## src/rtl/mcq_pkg.sv

```systemverilog
// ---------------------------------------------------------------------------
// mcq_pkg
// Shared widths, codes, state and control types of the least-cost
// candidate queue.
// ---------------------------------------------------------------------------
`default_nettype none

package mcq_pkg;

   // default number of queue slots
   localparam int QUEUE_DEPTH_DEF = 64;

   // payload widths
   localparam int ID_W     = 16;
   localparam int COST_W   = 24;
   localparam int STATUS_W = 3;
   localparam int OCC_W    = 7;

   // request modes
   localparam logic MODE_PUSH = 1'b0;
   localparam logic MODE_POP  = 1'b1;

   // response status codes
   typedef enum logic [STATUS_W-1:0] {
      STATUS_PUSHED  = 3'd0,
      STATUS_UPDATED = 3'd1,
      STATUS_FULL    = 3'd2,
      STATUS_POPPED  = 3'd3,
      STATUS_EMPTY   = 3'd4
   } status_type;

   // controller states
   typedef enum logic [2:0] {
      CTRL_IDLE,
      CTRL_SCAN,
      CTRL_SCAN_WAIT,
      CTRL_DECIDE,
      CTRL_SHIFT,
      CTRL_SHIFT_WAIT
   } ctrl_state_type;

   // controller to datapath commands
   typedef struct packed {
      logic       start;
      logic       rd_en;
      logic       rd_shift;
      logic       addr_inc;
      logic       addr_from_best;
      logic       wr_update;
      logic       wr_append;
      logic       count_inc;
      logic       count_dec;
      logic       rsp_load;
      status_type rsp_status;
   } cmd_type;

   // datapath to controller status
   typedef struct packed {
      logic is_pop;
      logic empty;
      logic full;
      logic match;
      logic best_last;
      logic scan_last;
      logic shift_last;
   } stat_type;

endpackage

`default_nettype wire

```

## src/rtl/mcq_req_if.sv

```systemverilog
// ---------------------------------------------------------------------------
// mcq_req_if
// Request channel: push or pop word with valid/ready handshake.
// ---------------------------------------------------------------------------
`default_nettype none

interface mcq_req_if;
   logic                       valid;
   logic                       ready;
   logic                       mode;
   logic [mcq_pkg::ID_W-1:0]   entry_id;
   logic [mcq_pkg::COST_W-1:0] entry_cost;

   modport source (output valid, output mode, output entry_id, output entry_cost,
                   input ready);
   modport sink   (input valid, input mode, input entry_id, input entry_cost,
                   output ready);
endinterface

`default_nettype wire

```

## src/rtl/mcq_rsp_if.sv

```systemverilog
// ---------------------------------------------------------------------------
// mcq_rsp_if
// Response channel: status, removed entry and occupancy with valid/ready.
// ---------------------------------------------------------------------------
`default_nettype none

interface mcq_rsp_if;
   logic                         valid;
   logic                         ready;
   logic [mcq_pkg::STATUS_W-1:0] status;
   logic [mcq_pkg::ID_W-1:0]     popped_id;
   logic [mcq_pkg::COST_W-1:0]   popped_cost;
   logic [mcq_pkg::OCC_W-1:0]    occupancy;

   modport source (output valid, output status, output popped_id, output popped_cost,
                   output occupancy, input ready);
   modport sink   (input valid, input status, input popped_id, input popped_cost,
                   input occupancy, output ready);
endinterface

`default_nettype wire

```

## src/rtl/mcq_ram.sv

```systemverilog
// ---------------------------------------------------------------------------
// mcq_ram
// Generic simple dual-port RAM: one write port, one read port with
// registered read data.
// ---------------------------------------------------------------------------
`default_nettype none

module mcq_ram #(
   parameter int WIDTH = mcq_pkg::ID_W + mcq_pkg::COST_W,
   parameter int DEPTH = mcq_pkg::QUEUE_DEPTH_DEF
) (
   input  wire logic                     clock,
   input  wire logic                     wr_en,
   input  wire logic [$clog2(DEPTH)-1:0] wr_addr,
   input  wire logic [WIDTH-1:0]         wr_data,
   input  wire logic                     rd_en,
   input  wire logic [$clog2(DEPTH)-1:0] rd_addr,
   output      logic [WIDTH-1:0]         rd_data
);

   logic [WIDTH-1:0] mem_ff [DEPTH];
   logic [WIDTH-1:0] rd_data_ff;

   // write port
   always_ff @(posedge clock) begin
      if (wr_en) begin
         mem_ff[wr_addr] <= wr_data;
      end
   end

   // registered read port
   always_ff @(posedge clock) begin
      if (rd_en) begin
         rd_data_ff <= mem_ff[rd_addr];
      end
   end

   assign rd_data = rd_data_ff;

endmodule

`default_nettype wire

```

## src/rtl/mcq_ctrl.sv

```systemverilog
// ---------------------------------------------------------------------------
// mcq_ctrl
// Sequencer of the candidate queue: scan, decision, compaction shift and
// response handshake.
// ---------------------------------------------------------------------------
`default_nettype none

module mcq_ctrl (
   input  wire logic              clock,
   input  wire logic              reset,
   input  wire logic              req_valid,
   output      logic              req_ready,
   output      logic              rsp_valid,
   input  wire logic              rsp_ready,
   input  wire mcq_pkg::stat_type stat,
   output      mcq_pkg::cmd_type  cmd
);

   mcq_pkg::ctrl_state_type state_ff;
   mcq_pkg::ctrl_state_type state_in;
   logic                    rsp_valid_ff;
   logic                    rsp_valid_in;
   logic                    rsp_free;

   // response register can take a new word
   assign rsp_free = !rsp_valid_ff || rsp_ready;

   // next state
   always_comb begin
      state_in = state_ff;
      case (state_ff)
         mcq_pkg::CTRL_IDLE: begin
            if (req_valid) begin
               state_in = stat.empty ? mcq_pkg::CTRL_DECIDE : mcq_pkg::CTRL_SCAN;
            end
         end
         mcq_pkg::CTRL_SCAN: begin
            if (stat.scan_last) begin
               state_in = mcq_pkg::CTRL_SCAN_WAIT;
            end
         end
         mcq_pkg::CTRL_SCAN_WAIT: begin
            state_in = mcq_pkg::CTRL_DECIDE;
         end
         mcq_pkg::CTRL_DECIDE: begin
            if (rsp_free) begin
               if (stat.is_pop && !stat.empty && !stat.best_last) begin
                  state_in = mcq_pkg::CTRL_SHIFT;
               end else begin
                  state_in = mcq_pkg::CTRL_IDLE;
               end
            end
         end
         mcq_pkg::CTRL_SHIFT: begin
            if (stat.shift_last) begin
               state_in = mcq_pkg::CTRL_SHIFT_WAIT;
            end
         end
         mcq_pkg::CTRL_SHIFT_WAIT: begin
            state_in = mcq_pkg::CTRL_IDLE;
         end
         default: begin
            state_in = mcq_pkg::CTRL_IDLE;
         end
      endcase
   end

   // commands
   always_comb begin
      cmd            = '0;
      cmd.rsp_status = mcq_pkg::STATUS_EMPTY;
      req_ready      = 1'b0;
      case (state_ff)
         mcq_pkg::CTRL_IDLE: begin
            req_ready = 1'b1;
            cmd.start = req_valid;
         end
         mcq_pkg::CTRL_SCAN: begin
            cmd.rd_en    = 1'b1;
            cmd.addr_inc = 1'b1;
         end
         mcq_pkg::CTRL_DECIDE: begin
            if (rsp_free) begin
               cmd.rsp_load = 1'b1;
               if (stat.is_pop) begin
                  if (stat.empty) begin
                     cmd.rsp_status = mcq_pkg::STATUS_EMPTY;
                  end else begin
                     cmd.rsp_status     = mcq_pkg::STATUS_POPPED;
                     cmd.count_dec      = 1'b1;
                     cmd.addr_from_best = !stat.best_last;
                  end
               end else if (stat.match) begin
                  cmd.rsp_status = mcq_pkg::STATUS_UPDATED;
                  cmd.wr_update  = 1'b1;
               end else if (stat.full) begin
                  cmd.rsp_status = mcq_pkg::STATUS_FULL;
               end else begin
                  cmd.rsp_status = mcq_pkg::STATUS_PUSHED;
                  cmd.wr_append  = 1'b1;
                  cmd.count_inc  = 1'b1;
               end
            end
         end
         mcq_pkg::CTRL_SHIFT: begin
            cmd.rd_en    = 1'b1;
            cmd.rd_shift = 1'b1;
            cmd.addr_inc = 1'b1;
         end
         mcq_pkg::CTRL_SCAN_WAIT, mcq_pkg::CTRL_SHIFT_WAIT: begin
            cmd.rd_en = 1'b0;
         end
         default: begin
            cmd.rd_en = 1'b0;
         end
      endcase
   end

   // response valid flag
   always_comb begin
      if (cmd.rsp_load) begin
         rsp_valid_in = 1'b1;
      end else if (rsp_ready) begin
         rsp_valid_in = 1'b0;
      end else begin
         rsp_valid_in = rsp_valid_ff;
      end
   end

   always_ff @(posedge clock) begin
      if (reset) begin
         state_ff     <= mcq_pkg::CTRL_IDLE;
         rsp_valid_ff <= 1'b0;
      end else begin
         state_ff     <= state_in;
         rsp_valid_ff <= rsp_valid_in;
      end
   end

   assign rsp_valid = rsp_valid_ff;

endmodule

`default_nettype wire

```

## src/rtl/mcq_dpath.sv

```systemverilog
// ---------------------------------------------------------------------------
// mcq_dpath
// Datapath of the candidate queue: slot RAM kept compact in push order,
// fill count, scan comparators, shift write-back and response register.
// ---------------------------------------------------------------------------
`default_nettype none

module mcq_dpath #(
   parameter int QUEUE_DEPTH = mcq_pkg::QUEUE_DEPTH_DEF
) (
   input  wire logic                         clock,
   input  wire logic                         reset,
   input  wire logic                         req_mode,
   input  wire logic [mcq_pkg::ID_W-1:0]     req_entry_id,
   input  wire logic [mcq_pkg::COST_W-1:0]   req_entry_cost,
   input  wire mcq_pkg::cmd_type             cmd,
   output      mcq_pkg::stat_type            stat,
   output      logic [mcq_pkg::STATUS_W-1:0] rsp_status,
   output      logic [mcq_pkg::ID_W-1:0]     rsp_popped_id,
   output      logic [mcq_pkg::COST_W-1:0]   rsp_popped_cost,
   output      logic [mcq_pkg::OCC_W-1:0]    rsp_occupancy
);

   localparam int AW = $clog2(QUEUE_DEPTH);
   localparam int CW = $clog2(QUEUE_DEPTH + 1);
   localparam int DW = mcq_pkg::ID_W + mcq_pkg::COST_W;

   // control registers
   logic [CW-1:0] count_ff, count_in;
   logic          rd_vld_ff;
   logic          rd_shift_ff;

   // item and scan registers
   logic                       mode_ff;
   logic [mcq_pkg::ID_W-1:0]   id_ff;
   logic [mcq_pkg::COST_W-1:0] cost_ff;
   logic [AW-1:0]              addr_ff, addr_in;
   logic [AW-1:0]              rd_idx_ff;
   logic                       match_ff, match_in;
   logic [AW-1:0]              match_idx_ff, match_idx_in;
   logic                       found_ff, found_in;
   logic [AW-1:0]              best_idx_ff, best_idx_in;
   logic [mcq_pkg::ID_W-1:0]   best_id_ff, best_id_in;
   logic [mcq_pkg::COST_W-1:0] best_cost_ff, best_cost_in;

   // response registers
   logic [mcq_pkg::STATUS_W-1:0] rsp_status_ff;
   logic [mcq_pkg::ID_W-1:0]     rsp_id_ff;
   logic [mcq_pkg::COST_W-1:0]   rsp_cost_ff;
   logic [mcq_pkg::OCC_W-1:0]    rsp_occ_ff;

   // ram ports
   logic                       wr_en;
   logic [AW-1:0]              wr_addr;
   logic [DW-1:0]              wr_data;
   logic [DW-1:0]              rd_data;
   logic [mcq_pkg::ID_W-1:0]   rd_id;
   logic [mcq_pkg::COST_W-1:0] rd_cost;
   logic                       scan_vld;
   logic                       popped;

   mcq_ram #(
      .WIDTH (DW),
      .DEPTH (QUEUE_DEPTH)
   ) u_slot_ram (
      .clock   (clock),
      .wr_en   (wr_en),
      .wr_addr (wr_addr),
      .wr_data (wr_data),
      .rd_en   (cmd.rd_en),
      .rd_addr (addr_ff),
      .rd_data (rd_data)
   );

   assign rd_id    = rd_data[DW-1:mcq_pkg::COST_W];
   assign rd_cost  = rd_data[mcq_pkg::COST_W-1:0];
   assign scan_vld = rd_vld_ff && !rd_shift_ff;
   assign popped   = (cmd.rsp_status == mcq_pkg::STATUS_POPPED);

   // slot address counter
   always_comb begin
      addr_in = addr_ff;
      if (cmd.start) begin
         addr_in = '0;
      end else if (cmd.addr_from_best) begin
         addr_in = best_idx_ff + AW'(1);
      end else if (cmd.addr_inc) begin
         addr_in = addr_ff + AW'(1);
      end
   end

   // duplicate search and least-cost search, later slots win cost ties
   always_comb begin
      match_in     = match_ff;
      match_idx_in = match_idx_ff;
      found_in     = found_ff;
      best_idx_in  = best_idx_ff;
      best_id_in   = best_id_ff;
      best_cost_in = best_cost_ff;
      if (cmd.start) begin
         match_in = 1'b0;
         found_in = 1'b0;
      end else if (scan_vld) begin
         if (mode_ff == mcq_pkg::MODE_PUSH) begin
            if (rd_id == id_ff) begin
               match_in     = 1'b1;
               match_idx_in = rd_idx_ff;
            end
         end else if (!found_ff || rd_cost <= best_cost_ff) begin
            found_in     = 1'b1;
            best_idx_in  = rd_idx_ff;
            best_id_in   = rd_id;
            best_cost_in = rd_cost;
         end
      end
   end

   // ram write: shift down after a pop, cost update, or append
   always_comb begin
      wr_en   = 1'b0;
      wr_addr = addr_ff;
      wr_data = {id_ff, cost_ff};
      if (rd_vld_ff && rd_shift_ff) begin
         wr_en   = 1'b1;
         wr_addr = rd_idx_ff - AW'(1);
         wr_data = rd_data;
      end else if (cmd.wr_update) begin
         wr_en   = 1'b1;
         wr_addr = match_idx_ff;
      end else if (cmd.wr_append) begin
         wr_en   = 1'b1;
         wr_addr = count_ff[AW-1:0];
      end
   end

   // fill count
   always_comb begin
      count_in = count_ff;
      if (cmd.count_inc) begin
         count_in = count_ff + CW'(1);
      end else if (cmd.count_dec) begin
         count_in = count_ff - CW'(1);
      end
   end

   always_ff @(posedge clock) begin
      if (reset) begin
         count_ff  <= '0;
         rd_vld_ff <= 1'b0;
      end else begin
         count_ff  <= count_in;
         rd_vld_ff <= cmd.rd_en;
      end
   end

   always_ff @(posedge clock) begin
      rd_shift_ff  <= cmd.rd_shift;
      rd_idx_ff    <= addr_ff;
      addr_ff      <= addr_in;
      match_ff     <= match_in;
      match_idx_ff <= match_idx_in;
      found_ff     <= found_in;
      best_idx_ff  <= best_idx_in;
      best_id_ff   <= best_id_in;
      best_cost_ff <= best_cost_in;
      if (cmd.start) begin
         mode_ff <= req_mode;
         id_ff   <= req_entry_id;
         cost_ff <= req_entry_cost;
      end
      if (cmd.rsp_load) begin
         rsp_status_ff <= cmd.rsp_status;
         rsp_id_ff     <= popped ? best_id_ff : '0;
         rsp_cost_ff   <= popped ? best_cost_ff : '0;
         rsp_occ_ff    <= mcq_pkg::OCC_W'(count_in);
      end
   end

   // status towards the controller
   always_comb begin
      stat.is_pop     = (mode_ff == mcq_pkg::MODE_POP);
      stat.empty      = (count_ff == '0);
      stat.full       = (count_ff == CW'(QUEUE_DEPTH));
      stat.match      = match_ff;
      stat.best_last  = ((CW'(best_idx_ff) + CW'(1)) == count_ff);
      stat.scan_last  = (CW'(addr_ff) == (count_ff - CW'(1)));
      stat.shift_last = (CW'(addr_ff) == count_ff);
   end

   assign rsp_status      = rsp_status_ff;
   assign rsp_popped_id   = rsp_id_ff;
   assign rsp_popped_cost = rsp_cost_ff;
   assign rsp_occupancy   = rsp_occ_ff;

endmodule

`default_nettype wire

```

## src/rtl/min_cost_unsorted_priority_queue_core.sv

```systemverilog
// ---------------------------------------------------------------------------
// min_cost_unsorted_priority_queue_core
// Least-cost candidate queue for a shortest-path search: push with
// duplicate cost update, pop of the cheapest (newest on ties) entry.
// ---------------------------------------------------------------------------
//  channel    dir  handshake      word
//  req_chan   in   valid/ready    mode, entry_id, entry_cost
//  rsp_chan   out  valid/ready    status, popped_id, popped_cost, occupancy
//
//  entries sit compact in one slot RAM, oldest at slot 0; the single read
//  port scans one slot per cycle over the N queued entries for a push or a
//  pop, and a pop then moves every entry behind the removed slot down by one
//  slot; an empty queue skips the scan.
//  reset clears the fill count and the control state; no RAM clearing pass.
//  one word is worked at a time; the response register holds its word until
//  taken, and the next word waits in its decision cycle while it is full.
// ---------------------------------------------------------------------------
`default_nettype none

module min_cost_unsorted_priority_queue_core #(
   parameter int QUEUE_DEPTH = mcq_pkg::QUEUE_DEPTH_DEF
) (
   input  wire logic clock,
   input  wire logic reset,
   mcq_req_if.sink   req_chan,
   mcq_rsp_if.source rsp_chan
);

   mcq_pkg::cmd_type  cmd;
   mcq_pkg::stat_type stat;

   // sequencer
   mcq_ctrl u_ctrl (
      .clock     (clock),
      .reset     (reset),
      .req_valid (req_chan.valid),
      .req_ready (req_chan.ready),
      .rsp_valid (rsp_chan.valid),
      .rsp_ready (rsp_chan.ready),
      .stat      (stat),
      .cmd       (cmd)
   );

   // slot storage and compare
   mcq_dpath #(
      .QUEUE_DEPTH (QUEUE_DEPTH)
   ) u_dpath (
      .clock           (clock),
      .reset           (reset),
      .req_mode        (req_chan.mode),
      .req_entry_id    (req_chan.entry_id),
      .req_entry_cost  (req_chan.entry_cost),
      .cmd             (cmd),
      .stat            (stat),
      .rsp_status      (rsp_chan.status),
      .rsp_popped_id   (rsp_chan.popped_id),
      .rsp_popped_cost (rsp_chan.popped_cost),
      .rsp_occupancy   (rsp_chan.occupancy)
   );

   // fill count never moves both ways at once
   a_count_dir: assert property (@(posedge clock) disable iff (reset)
      !(cmd.count_inc && cmd.count_dec))
      else $error("count incremented and decremented together");

   // a cost update only follows a duplicate hit
   a_update_hit: assert property (@(posedge clock) disable iff (reset)
      cmd.wr_update |-> (stat.match && !stat.is_pop))
      else $error("cost update without duplicate id");

   // removed entry fields are zero unless an entry was popped
   a_pop_zero: assert property (@(posedge clock) disable iff (reset)
      (rsp_chan.valid && rsp_chan.status != mcq_pkg::STATUS_POPPED)
      |-> (rsp_chan.popped_id == '0 && rsp_chan.popped_cost == '0))
      else $error("popped fields set on non-pop response");

   // a taken request leaves idle at once
   a_busy_after_take: assert property (@(posedge clock) disable iff (reset)
      (req_chan.valid && req_chan.ready) |=> !req_chan.ready)
      else $error("request taken while previous word in work");

endmodule

`default_nettype wire

```

## src/flat_wrapper.sv

```systemverilog
// flat-port wrapper written by rule: the top's interface ports become plain ports
module min_cost_unsorted_priority_queue_core_flat 
#(
   parameter int QUEUE_DEPTH = mcq_pkg::QUEUE_DEPTH_DEF
)
  (clock, reset, req_chan_valid, req_chan_mode, req_chan_entry_id, req_chan_entry_cost, req_chan_ready, rsp_chan_valid, rsp_chan_status, rsp_chan_popped_id, rsp_chan_popped_cost, rsp_chan_occupancy, rsp_chan_ready);
  mcq_req_if req_chan_i ();
  mcq_rsp_if rsp_chan_i ();
  input  wire logic clock;
  input  wire logic reset;
  input wire logic [$bits(req_chan_i.valid)-1:0] req_chan_valid;
  input wire logic [$bits(req_chan_i.mode)-1:0] req_chan_mode;
  input wire logic [$bits(req_chan_i.entry_id)-1:0] req_chan_entry_id;
  input wire logic [$bits(req_chan_i.entry_cost)-1:0] req_chan_entry_cost;
  output wire logic [$bits(req_chan_i.ready)-1:0] req_chan_ready;
  output wire logic [$bits(rsp_chan_i.valid)-1:0] rsp_chan_valid;
  output wire logic [$bits(rsp_chan_i.status)-1:0] rsp_chan_status;
  output wire logic [$bits(rsp_chan_i.popped_id)-1:0] rsp_chan_popped_id;
  output wire logic [$bits(rsp_chan_i.popped_cost)-1:0] rsp_chan_popped_cost;
  output wire logic [$bits(rsp_chan_i.occupancy)-1:0] rsp_chan_occupancy;
  input wire logic [$bits(rsp_chan_i.ready)-1:0] rsp_chan_ready;
  assign req_chan_i.valid = req_chan_valid;
  assign req_chan_i.mode = req_chan_mode;
  assign req_chan_i.entry_id = req_chan_entry_id;
  assign req_chan_i.entry_cost = req_chan_entry_cost;
  assign req_chan_ready = req_chan_i.ready;
  assign rsp_chan_valid = rsp_chan_i.valid;
  assign rsp_chan_status = rsp_chan_i.status;
  assign rsp_chan_popped_id = rsp_chan_i.popped_id;
  assign rsp_chan_popped_cost = rsp_chan_i.popped_cost;
  assign rsp_chan_occupancy = rsp_chan_i.occupancy;
  assign rsp_chan_i.ready = rsp_chan_ready;
  min_cost_unsorted_priority_queue_core #(.QUEUE_DEPTH(QUEUE_DEPTH)) u_core (.clock(clock), .reset(reset), .req_chan(req_chan_i), .rsp_chan(rsp_chan_i));
endmodule
```

## config.mk

```make
export PLATFORM = sky130hd
export DESIGN_NAME = min_cost_unsorted_priority_queue_core_flat
export DESIGN_NICKNAME = d
export VERILOG_FILES = /design/src/rtl/mcq_pkg.sv /design/src/rtl/mcq_req_if.sv /design/src/rtl/mcq_rsp_if.sv /design/src/rtl/mcq_ram.sv /design/src/rtl/mcq_ctrl.sv /design/src/rtl/mcq_dpath.sv /design/src/rtl/min_cost_unsorted_priority_queue_core.sv /design/src/flat_wrapper.sv
export SDC_FILE = /design/constraint.sdc
export NUM_CORES = 2
export LEC_CHECK = 0
export ABC_AREA = 1
export BUFFER_PORTS_ARGS = -buffer_cell sky130_fd_sc_hd__buf_2
export CAP_MARGIN = 20
export CORE_MARGIN = 2
export CORE_UTILIZATION = 50
export CTS_CLUSTER_SIZE = 28
export DETAILED_ROUTE_END_ITERATION = 8
export PLACE_DENSITY = 0.72
export SYNTH_ARGS = -nofsm -noshare
export SYNTH_HDL_FRONTEND = slang
export SYNTH_SLANG_ARGS = --single-unit
```

## constraint.sdc

```tcl
create_clock -name clock -period 12 [get_ports clock]
set_clock_uncertainty 0.05 [all_clocks]
set_input_delay 1.2 -clock clock [delete_from_list [all_inputs] [get_ports clock]]
set_output_delay 1.2 -clock clock [all_outputs]
set_load 0.01 [all_outputs]
```

; ---- Yosys cells after proc, flatten, opt, wreduce, memory -nomap -nowiden
; Memories as Yosys holds them, arrays and structs flattened. A register that Yosys moved wholly into a read port is not among the register bits.
; Cells that the tools add are included.
[word_totals]
output_inout_bits = 52
ram_bits = 2560
elab_cells = 105
in_bits = 45
regBits = 170
mem_count = 1
[mem_list]
columns = memory, words, width, read_ports, rd_ports_with_merged_regs, write_ports, line_no
row1 = u_core.u_dpath.u_slot_ram.mem_ff, 64, 40, 1, 1, 1, mcq_ram.sv:21  ; logic [WIDTH-1:0] mem_ff [DEPTH];
[op_classes]
bitwise_logic = 2
add_sub_neg = 6
magnitude_cmp = 1
n_eq_ne = 14
muxes = 40
reduce_logical = 21
[ops]
columns = op, n
row1 = $mux 40, 1
row2 = $mux 6, 5
row3 = $mux 3, 9
row4 = $le 24x24->1, 1
row5 = $mux 9, 2
row6 = $eq 16x16->1, 1
row7 = $mux 1, 16
row8 = $pmux 3 s5, 1
row9 = $eq 6x7->1, 2
row10 = $mux 7, 2
row11 = $add 6x1->6 const B, 2
row12 = $reduce_and 4->1, 3
row13 = $eq 3x2->1 const B, 3
row14 = $mux 2, 4
row15 = $add 6x1->7 const B, 1
row16 = $add 7x1->7 const B, 1
row17 = $eq 7x7->1, 1
row18 = $eq 7x7->1 const B, 1
row19 = $logic_not 7->1, 1
row20 = $sub 7x1->7 const B, 1
row21 = $reduce_and 3->1, 2
row22 = $sub 6x1->6 const B, 1
row23 = $logic_not 1->1, 5
row24 = $logic_and 1x1->1, 4
row25 = other kinds (9), 14

; ---- Logic depth before layout (Yosys ltp)
[logic_depth]
depth_word = 12
depth_mapped = 19
mapped_depth_nobuf = 17

; ---- Hierarchy
; Synthesis repeated with hierarchy kept, for this count alone.
[hier_totals]
cells_unflattened = 9289
hier_area_um2 = 111658.3
[by_module_without_submodules]
columns = mod, cells_each, area_each_um2, instances, seq_area_each_um2
row1 = mcq_ram, 8445, 103536.8, 1, 78074.9
row2 = mcq_dpath, 774, 7724.9, 1, 4754.6
row3 = mcq_ctrl, 70, 396.6, 1, 80.1

; ---- Worst setup path before layout
; OpenSTA, ideal clock, no wires.
[synth_path]
kind = input port to flip-flop
start = in rsp_chan_ready
end = mem u_core.u_dpath.u_slot_ram.mem_ff[26][0] (netlist bit), enable pin
setup_time_ns = 0.438
required_ns = 11.512
stages = 13
n_path_buf = 0
path_slack_ns = 6.763
arrival_time_ns = 4.750
path_cell_list = or2_1 nand2_2 inv_2 nand3_2 inv_2 nand2_1 nand2_1 inv_1 nand2_4 nand2_2 a21oi_2 nand3_2 nor2_1
[synth_via]
elab_chain_len = 8
elab_cells_between_ends = 11
classes_between = mux: 10 / reduce/logical: 1
[synth_lines]
columns = element, line_no
row1 = from (decl), flat_wrapper.sv:21  ; input wire logic [$bits(rsp_chan_i.ready)-1:0] rsp_chan_ready;
row2 = $logic_or 1x1->1 (*), mcq_ctrl.sv:26  ; assign rsp_free = !rsp_valid_ff || rsp_ready;
row3 = $mux 9 (*), mcq_ctrl.sv:83  ; if (rsp_free) begin
row4 = $mux 9 (*), mcq_ctrl.sv:73  ; case (state_ff)
row5 = $mux 1, mcq_dpath.sv:130  ; end else if (cmd.wr_append) begin
row6 = $mux 1, mcq_dpath.sv:127  ; end else if (cmd.wr_update) begin
row7 = $mux 1, mcq_dpath.sv:123  ; if (rd_vld_ff && rd_shift_ff) begin
row8 = $mux 1, mcq_ram.sv:26  ; if (wr_en) begin
row9 = $mux 1 (not written as such), mcq_ram.sv:27  ; mem_ff[wr_addr] <= wr_data;
row10 = to (decl), mcq_ram.sv:21
; Every way passes the cells marked *; elsewhere a longest branch is shown, timed or not.

==> impl_metrics.toml <==
[yosys]
synthesis.area_um2 = 109000
synthArstFlopShare = 0
yosysUniqueCellTypes = 58
yosys_warnings = 0
synthFlopType = "edfxtp_1"
synth_cells = 8287
synth_edf_count = 2743
seq_area_frac_synth = 0.760
synth_fp_nets = 8361
synth_area_per_cell_um2 = 13.2
ys_ff_latch = 2770

[power]
clkPwrFrac = 0.295
powerDensity_nw_per_um2 = 234
power_uw = 28500
power_leakage_uw = 0.0390
p_switching_uw = 10400
internal-power_uw = 18000
p_sw_frac = 0.367
ir_drop_v = 0.000197
seqPwrFrac = 0.400
p_comb_frac = 0.305

[sta]
fin_ws_ns = 6.80
worstMarginPinSlew_ns = 1.08
fin_tns_setup_ns = 0
relSlewSlack = 0.277
rsz0062_at_grt = "no"
hold_violations = 0
fin_crit_ns = 5.20
finalCritPeriodShare = 0.433
setup_viol = 0
finalMaxSlewViolations = 0
fmax_mhz = 192

[global_routing]
grt_pass1_vias = 67700
antenna_found_initial = 16
grt_pass1_wl_um = 435000
grt_max_degree = 212
track_usage = 0.261
grt.overflow.total = 0

[final_layout]
fillCellCount = 16800
final_cell_count_no_fill = 11300
final_nets = 8327
multi_input_area_um2 = 23900
seq_area_um2 = 82900
layout_common_cells = "edfxtp_1 (2743), nor2_1 (1749), o21ai_0 (1541)"
area_growth_pct = 11.4
drive_gt1_frac = 0.0972
final_common_cell = "edfxtp_1"

[clock_network]
cts_buffers = 286
clkTransAtPathRegs_ns = 0.06
cts-htree-levels = 5
cts_root_buf = "clkbuf_16"
cts_tree = "yes"
insertion_delay_ns = 0.95
cts_resized = 0
cts_hold_buf = 0
clock_sinks = 2770
postCtsSetupBuffers = 0
max-clock-path-buffers = 4

[setup_path]
crit_type = "register to register"
end_kind = "register"
worstPathArrival_ns = 5.87
critical_path.startpoint_type = "register"
required_ns = 12.67
critPathMaxFanout = 74

[placed_design]
place_ws_ns = 6.19
dpl.hpwl_um = 163000
port_buffers = 96
place_congestion = 0.929
place_inst = 10800

[floorplanning]
start_util = 0.503
chipHeight_um = 471
pin_count = 97
rows = 171
core_area_um2 = 217000
dieWidth_um = 471
dieArea_um2 = 222000

[route]
drc = 0
drtPass1Iterations = 6
wl_per_cell_um = 26.4
drtIter0Drc = 11500
via_count = 71700
wl_um = 298000
antenna_left = 0
vias_per_cell = 6.34

[outcome]
status = "complete, no violations"

[flow_run]
max-cap-violations = 0

[min_path]
min_path_type = "primary input to register"
flip-flops by register name, summed over array words and instances, names as in the netlist, 3 cells and up:
name                               cells
u_core.u_dpath.u_slot_ram.mem_ff    2560
u_core.u_dpath.u_slot_ram.rd_data     40
u_core.u_dpath.best_cost_ff           24
u_core.u_dpath.cost_ff                24
u_core.u_dpath.rsp_popped_cost        24
u_core.u_dpath.best_id_ff             16
u_core.u_dpath.id_ff                  16
u_core.u_dpath.rsp_popped_id          16
u_core.u_dpath.count_ff                7
u_core.u_dpath.rsp_occupancy           7
u_core.u_dpath.addr_ff                 6
u_core.u_dpath.best_idx_ff             6
u_core.u_dpath.match_idx_ff            6
u_core.u_dpath.rd_idx_ff               6
u_core.u_ctrl.state_ff                 3
u_core.u_dpath.rsp_status              3
per-layer routing:
layer  GRT usage  vias to the layer above  wire, um
met2       0.388                     4891    132000
met1       0.370                    35400    113000
met5           0                        -       217
li1            -                    30800         -
met3      0.0754                      682     42600
met4      0.0867                        6      9760
metrics by stage:
stage                util  instance area, um2  hold WS (ns)
finish              0.560              121000         0.411
global route        0.560              121000         0.378
CTS                 0.560              121000         0.363
detailed placement  0.520              113000         0.421
global placement    0.519              113000         0.416
floorplan               -              109000         0.276
power by group through the flow:
stage / clock (uW) / sequential (uW) / combinational, uW
floorplan: 0 / 11300 / 5400
global placement: 0 / 11600 / 8190
detailed placement: 0 / 11600 / 8340
CTS: 8440 / 11400 / 8380
global route: 8790 / 11400 / 9250
finish: 8390 / 11400 / 8680
cell usage after synthesis (36+ instances only):
library cell / count / area share
edfxtp_1: 2743 / 0.76
nor2_1: 1814 / 0.062
o21ai_0: 1547 / 0.071
o22ai_1: 787 / 0.045
clkbuf_1: 376 / 0.013
nand2_1: 281 / 0.0097
buf_2: 154 / 0.0071
o21ai_1: 110 / 0.0050
inv_1: 103 / 0.0035
a21oi_1: 43 / 0.0020
nand3_1: 36 / 0.0017
critical path: stages, from the launching register on:
cell and delay (ns):
dfxtp_4 0.57, buf_4 0.75, buf_4 0.64, buf_4 0.56, buf_4 0.63, o21ai_0 0.23
o22ai_1 0.20, o21ai_1 0.07, o22ai_1 0.81, o21ai_0 0.18, o22ai_1 0.18
layout make-up:
class / count / share of cell area
diodes: 3 / 0.0000618
clock buffers: 351 / 0.0627
clock inverters: 134 / 0.00850
inverters: 119 / 0.00393
multi-input cells: 4816 / 0.197
flip-flops and latches: 2770 / 0.683
well taps: 2854 / 0.0294
repair buffers: 260 / 0.0158
cell families after synthesis:
| group | synth area share |
|---|---|
| DFF | 0.760 |
| AOI/OAI and AO/OA | 0.130 |
| xor gates and xnor gates | 0.00217 |
| and+or+nand+nor | 0.0776 |
| adders and majority gates | 0.00333 |
| buffers and inverters | 0.0273 |
worst paths after layout:
path                                                            start                                     to  slack [ns]  depth (start not counted)
worst max-delay path                        u_core.u_dpath.addr_ff[1]  u_core.u_dpath.u_slot_ram.rd_data[10]        6.80                         10
worst min register to register  u_core.u_dpath.u_slot_ram.rd_data[24]           u_core.u_dpath.best_id_ff[0]        0.43                          0
worst max register to register              u_core.u_dpath.addr_ff[1]  u_core.u_dpath.u_slot_ram.rd_data[10]        6.80                         10
worst min-delay path                            req_chan_entry_id[14]               u_core.u_dpath.id_ff[14]        0.41                          1
No activity file was read; power rests on OpenSTA's default activity.
